**config.mk**
```make
export PLATFORM = sky130hd
export DESIGN_NAME = srd_check
export DESIGN_NICKNAME = d
export VERILOG_FILES = /design/src/design/srd_pkg.sv /design/src/design/srd_check.sv
export SDC_FILE = /design/constraint.sdc
export NUM_CORES = 1
export LEC_CHECK = 0
export BUFFER_PORTS_ARGS = -buffer_cell sky130_fd_sc_hd__buf_2
export CAP_MARGIN = 20
export CORE_ASPECT_RATIO = 1.1
export CORE_MARGIN = 1
export CORE_UTILIZATION = 40
export DETAILED_ROUTE_END_ITERATION = 10
export PLACE_DENSITY = 0.9
export SYNTH_ARGS = -nofsm -noshare
export SYNTH_HDL_FRONTEND = slang
export SYNTH_SLANG_ARGS = --single-unit
```
**constraint.sdc**
```tcl
create_clock -name vclk -period 2.75
set_clock_uncertainty 0.2 [all_clocks]
set_input_delay 0.1375 -clock vclk [all_inputs]
set_output_delay 0.1375 -clock vclk [all_outputs]
set_load 0.005 [all_outputs]
```
**src/design/srd_pkg.sv**
```systemverilog
`default_nettype none
// ---------------------------------------------------------------------------
// srd_pkg
// Shared types, constants and helpers of the shared memory race detector.
// ---------------------------------------------------------------------------
package srd_pkg;

   localparam int TABLE_DEPTH = 4096;
   localparam int THREAD_BITS = 16;
   localparam int ADDR_BITS   = $clog2(TABLE_DEPTH);
   localparam int OFF_BITS    = 12;
   localparam int GROUP_BITS  = 16;
   localparam int ID_BITS     = 16;
   localparam int CMP_BITS    = ((ADDR_BITS > OFF_BITS) ? ADDR_BITS : OFF_BITS) + 1;
   localparam int ENTRY_BITS  = THREAD_BITS + GROUP_BITS + 4;

   typedef enum logic [1:0] {
      OP_READ   = 2'd0,
      OP_WRITE  = 2'd1,
      OP_LOCAL  = 2'd2,
      OP_GLOBAL = 2'd3
   } op_type;

   typedef enum logic [2:0] {
      ST_INIT,
      ST_IDLE,
      ST_CHECK,
      ST_LOC_READ,
      ST_LOC_WRITE,
      ST_GLOBAL,
      ST_REPLY
   } state_type;

   typedef struct packed {
      logic [1:0]          operation;
      logic [ID_BITS-1:0]  thread_id;
      logic [ID_BITS-1:0]  group_id;
      logic [OFF_BITS-1:0] byte_offset;
   } req_type;

   typedef struct packed {
      logic               race_found;
      logic               race_kind;
      logic [ID_BITS-1:0] first_thread;
      logic [ID_BITS-1:0] second_thread;
   } rsp_type;

   typedef struct packed {
      logic [THREAD_BITS-1:0] thread;
      logic [GROUP_BITS-1:0]  group;
      logic                   read;
      logic                   write;
      logic                   many_read;
      logic                   group_many_read;
   } entry_type;

   typedef struct packed {
      logic                 en;
      logic [ADDR_BITS-1:0] addr;
      entry_type            data;
   } tbl_wr_type;

   typedef struct packed {
      logic                 en;
      logic [ADDR_BITS-1:0] addr;
   } tbl_rd_type;

   typedef struct packed {
      logic      update;
      entry_type entry;
      rsp_type   rsp;
   } chk_result_type;

   function automatic logic offset_in_range(input logic [OFF_BITS-1:0] off);
      logic [CMP_BITS-1:0] off_ext;
      off_ext = CMP_BITS'(off);
      return off_ext < CMP_BITS'(TABLE_DEPTH);
   endfunction

   function automatic logic [ADDR_BITS-1:0] offset_addr(input logic [OFF_BITS-1:0] off);
      logic [CMP_BITS-1:0] off_ext;
      off_ext = CMP_BITS'(off);
      return off_ext[ADDR_BITS-1:0];
   endfunction

endpackage
`default_nettype wire

```
**src/design/srd_check.sv**
```systemverilog
`default_nettype none
// ---------------------------------------------------------------------------
// srd_check
// Race check of one access against its shadow entry, and the updated entry.
// ---------------------------------------------------------------------------
module srd_check
   import srd_pkg::*;
(
   input  wire req_type   req,
   input  wire entry_type entry,
   output chk_result_type result
);

   logic [THREAD_BITS-1:0] thr;
   logic                   active;
   logic                   match;
   logic                   is_write;

   assign thr      = THREAD_BITS'(req.thread_id);
   assign active   = (thr != '0) && offset_in_range(req.byte_offset);
   assign match    = (entry.group == req.group_id) &&
                     ((entry.thread == thr) || (entry.thread == '0));
   assign is_write = (op_type'(req.operation) == OP_WRITE);

   always_comb begin
      result        = '0;
      result.entry  = entry;
      if (active) begin
         if (!is_write) begin
            if (entry.write && !match) begin
               result.rsp.race_found    = 1'b1;
               result.rsp.race_kind     = 1'b0;
               result.rsp.first_thread  = ID_BITS'(thr);
               result.rsp.second_thread = ID_BITS'(entry.thread);
            end else begin
               result.update = 1'b1;
               if (entry.read) begin
                  if ((entry.thread != '0) && (entry.thread != thr)) begin
                     result.entry.many_read = 1'b1;
                  end
                  if (entry.group != req.group_id) begin
                     result.entry.group_many_read = 1'b1;
                  end
               end
               result.entry.thread = thr;
               result.entry.group  = req.group_id;
               result.entry.read   = 1'b1;
            end
         end else begin
            if (entry.many_read || entry.group_many_read ||
                ((entry.read || entry.write) && !match)) begin
               result.rsp.race_found    = 1'b1;
               result.rsp.race_kind     = !entry.read;
               result.rsp.first_thread  = ID_BITS'(entry.thread);
               result.rsp.second_thread = ID_BITS'(thr);
            end else begin
               result.update       = 1'b1;
               result.entry.thread = thr;
               result.entry.group  = req.group_id;
               result.entry.write  = 1'b1;
            end
         end
      end
   end

endmodule
`default_nettype wire

```
=== After elaboration in Yosys (flattened, before gate mapping) ===
Index checks and enable logic that the tools add are counted.

* Divide/modulo/power cells: 0
* Add/subtract/negate cells: 0
* Shifts and indexed selects: 0
* $lt $le $gt $ge: 0
* Bitwise operators: 0
* Muxes and demuxes: 15
* Multiply operators: 0
* Eq/ne operators: 5
* Reductions and logical operators: 13

{| class="wikitable"
|+ Operator list
! operator !! count
|-
| 2-to-1 mux 34 bit || 4
|-
| 2-to-1 mux 71 bit || 1
|-
| 2-to-1 mux 33 bit || 2
|-
| equality test 16 bit || 2
|-
| != test 16 bit || 2
|-
| nonzero test 16 bit || 2
|-
| zero test 16 bit || 1
|-
| 2-to-1 mux 2 bit || 3
|-
| 2-to-1 mux 1 bit || 5
|-
| logical AND 1 bit || 4
|-
| logical OR 1 bit || 4
|-
| equality test 2 x 1 -> 1 bit (second input constant) || 1
|-
| zero test 1 bit || 2
|}

* Bits in read-only memories: 0
* Latch bits: 0
* Flip-flop bits (word level): 0
* Bits in writable memories: 0
* Output and inout port bits: 71
* Logic and storage cells: 33
* Memories: 0

=== Logic depth before layout (Yosys ltp) ===
* Depth in word-level cells: 9
* Depth in mapped cells: 8
* Gate-level depth less buffers: 6

=== Worst setup path after synthesis ===
OpenSTA, ideal clock, no wires.

* Path type: input to output
* Start point: in entry[12] (netlist bit)
* End point: out result[41] (netlist bit)
* Path slack: 734 ps
* Cell stages on the path: 7
* Data required time: 2413 ps
* Path buffers: 1
* Arrival: 1678 ps
* Path through: xor2_1 nor4_2 nand4_2 a211oi_2 o21ai_2 buf_6 mux2_4

{| class="wikitable"
|+ RTL lines
! item !! RTL line !! RTL
|-
| from (decl) || srd_check.sv:10 || <nowiki>input wire entry_type entry,</nowiki>
|-
| to (decl) || srd_check.sv:11 || <nowiki>output chk_result_type result</nowiki>
|}

==> summary.md <==
| Metric | Value |
|---|---|
| Status | complete, no violations |
| Synth cell types | 31 |
| Width of the die | 59.51 um |
| Largest net degree at the start of global routing | 34 |
| Top-count cell post-synth | nand2_1 |
| IO Pins | 153 |
| Hold worst-path end | result[35] |
| Hold_buf cts | 0 |
| Final #Nets | 432 |
| Commonest cells in the netlist | 57 x nand2_1, 32 x xor2_1, 28 x a21oi_1 |
| Max Transition Viols Final | 0 |
| Core Util, Final | 65.36% |
| Design Area, Final | 0.002231 mm^2 |
| Cell taking the most area after synthesis | xor2_1 |
| CTS resizes | 0 |
| Vias | 2147 |
| Ordered cell list for the critical path | buf_2, xor2_1, nor4_1, nand4_1, a211oi_2, o21ai_4, buf_12, mux2_1, buf_2 |
| Synth top area share | 19.26% |
| Slowest stage cell, crit path | a211oi_2 |
| First-pass GRT wire length | 7.886 mm |
| Clock power frac | 0% |
| Ys Warns | 0 |
| Die area | 0.003883 mm^2 |
| Vias in the first global route | 1809 |
| Tightest Hold Check Type | input port to output port |
| Starting density of the core | 42.63% |
| TNS Setup | 0 ns |
| LEAKAGE | 0.001242 uW |
| Mapped cell area | 0.001455 mm^2 |
| Endpoints failing setup | 0 |
| WL/cell | 13.19 um |
| Syn_area_per_cell | 6.832 um^2 |
| Die H | 65.26 um |
| Placer Congestion | 0.8869 |
| Routing usage on met3 | 1.575% |
| Mapped Nets | 295 |
| Largest cells by area after synthesis | xor2_1 19%, nand2_1 15%, mux2_4 13% |
| Worst Setup End Kind | output port |
| Max Cap Viol | 0 |
| Crit path kind | input port to output port |
| Initial antenna violation count | 0 |
| Final worst-path cycle share | 92.26% |
| Final worst path period need | 2.537 ns |
| Max_slew headroom | 56.98% |
| Share of post-route cells with drive strength above 1 | 49.71% |
| Ant. Diodes | 0 |
| Top cell by count, worst path | buf_2 |
| Unrepaired setup endpoints after global routing | no |
| ANT nets after route | 0 |
| Switching part of the total | 50.28% |
| Met2 Usage GRT | 48.17% |
| Postcts setup bufs | 0 |
| DP HPWL | 4.231 mm |
| Seq cells | 0 |
| Slew @ Worst Pin | 0.6415 ns |
| WL final | 5.222 mm |
| Placed instance area | 0.002211 mm^2 |
| Max frequency | 394.2 MHz |
| Crit Path Max Fanout | 25 |
| Remaining DRCs | 0 |
| Drt initial violations | 110 |
| CP required | 2.41 ns |
| DR pass1 iterations | 6 |
| Most Crowded Layer GR | met2 |
| Data arrival time of the worst path | 2.20 ns |
| Cell count after synthesis | 213 |
| Power share of the combinational group | 100.0% |
| Crit-path max cell delay | 0.39 ns |
| Final hold violations | 0 |
| Congestion Overflow GR | 0 |
| Register area | 0 um^2 |
| Hold-critical path depth | 3 |
| Hold path startpoint | entry[1] |
| VDD IR max | 0.1023 mV |
| Clock Buffer Count | 0 |
| Vias/cell | 5.422 |
| Critical Path Start Type | input port |
| Met1 usage | 29.87% |
| Area growth syn-to-layout | 53.31% |
| Pwr per Cell Area | 178.9 mW/mm^2 |
| Cell-internal power | 198.4 uW |
| Flop pwr share | 0% |
| # port buffers | 141 |
| Total core area | 0.003413 mm^2 |
| Switching pwr | 200.6 uW |
| Non-filler cells, final | 396 |
| Register area share after synthesis | 0% |
| FP Rows | 22 |
| Placed cell count | 395 |
| GRT Total Usage | 24.98% |
layout make-up:
class | count | area (um^2)
repair buffers | 149 | 778.2
multi-input cells | 196 | 1381
inverters | 3 | 11.26
fillers | 323 | 1182
well taps | 48 | 60.06
power by group through the flow:
stage / clock, uW / sequential, uW / combinational, uW
after CTS: 0 / 0 / 396
after floorplan: 0 / 0 / 204
after global routing: 0 / 0 / 436
final: 0 / 0 / 399
after detailed placement: 0 / 0 / 394
after global placement: 0 / 0 / 386
cells in the final DEF (no fill, tap or decap):
master and n:
nand2_1 57, nor4_2 4, a211oi_2 1, o21ai_0 1, nor2b_2 1, mux2_4 13, o21ai_1 2, a41o_1 3
nand2b_1 1, nand4_2 1, nor3_1 1, o21ai_4 1, buf_4 7, nor4_1 12, inv_1 1, buf_2 141
or2_1 1, buf_12 1, a211oi_1 2, and2_1 2, o311ai_4 1, inv_2 2, mux2_1 3, a21o_1 1
a22o_1 20, xor2_1 32, o211a_1 1, nor2_1 4, nand4_1 3, a21oi_1 28
metrics by stage:
step / total power (uW) / hold WS (ns) / worst slack (ns)
finish: 399.0 / 0.3584 / 0.2129
global placement: 386.5 / 0.3587 / 0.2019
detailed placement: 394.3 / 0.3562 / 0.1428
global route: 436.4 / 0.3727 / 0.1320
floorplan: 203.7 / 0.1049 / 0.7343
CTS: 395.9 / 0.3602 / 0.1300
logic make-up after synthesis:
group / count (synthesis) / synth area share, %
AOI/OAI and AO/OA: 61 / 29.58
xor gates and xnor gates: 32 / 19.26
buffers and inverters: 17 / 6.448
muxes: 16 / 15.74
and+or+nand+nor: 87 / 28.98
how the worst max path moves through the flow:
stage                         start         end  slack, ns
after floorplan           entry[12]  result[41]       0.73
final                       req[30]  result[38]       0.21
after global routing        req[30]  result[40]       0.13
after global placement      req[29]  result[39]       0.20
after detailed placement    req[30]  result[38]       0.14
after CTS                   req[29]  result[38]       0.13
metal layers:
layer / vias to the layer above / wire (um)
met5: - / 0
met3: 2 / 327
met1: 992 / 2128
li1: 1050 / -
met2: 103 / 2747
met4: 0 / 19
worst max-delay path, delay by kind of cell:
kind / cells / cell delay, ns
simple gates: 2 / 0.56
buf+inv: 3 / 0.46
compound gates: 2 / 0.55
mux: 1 / 0.32
xor+xnor: 1 / 0.16
(Power assumes the default switching activity.)
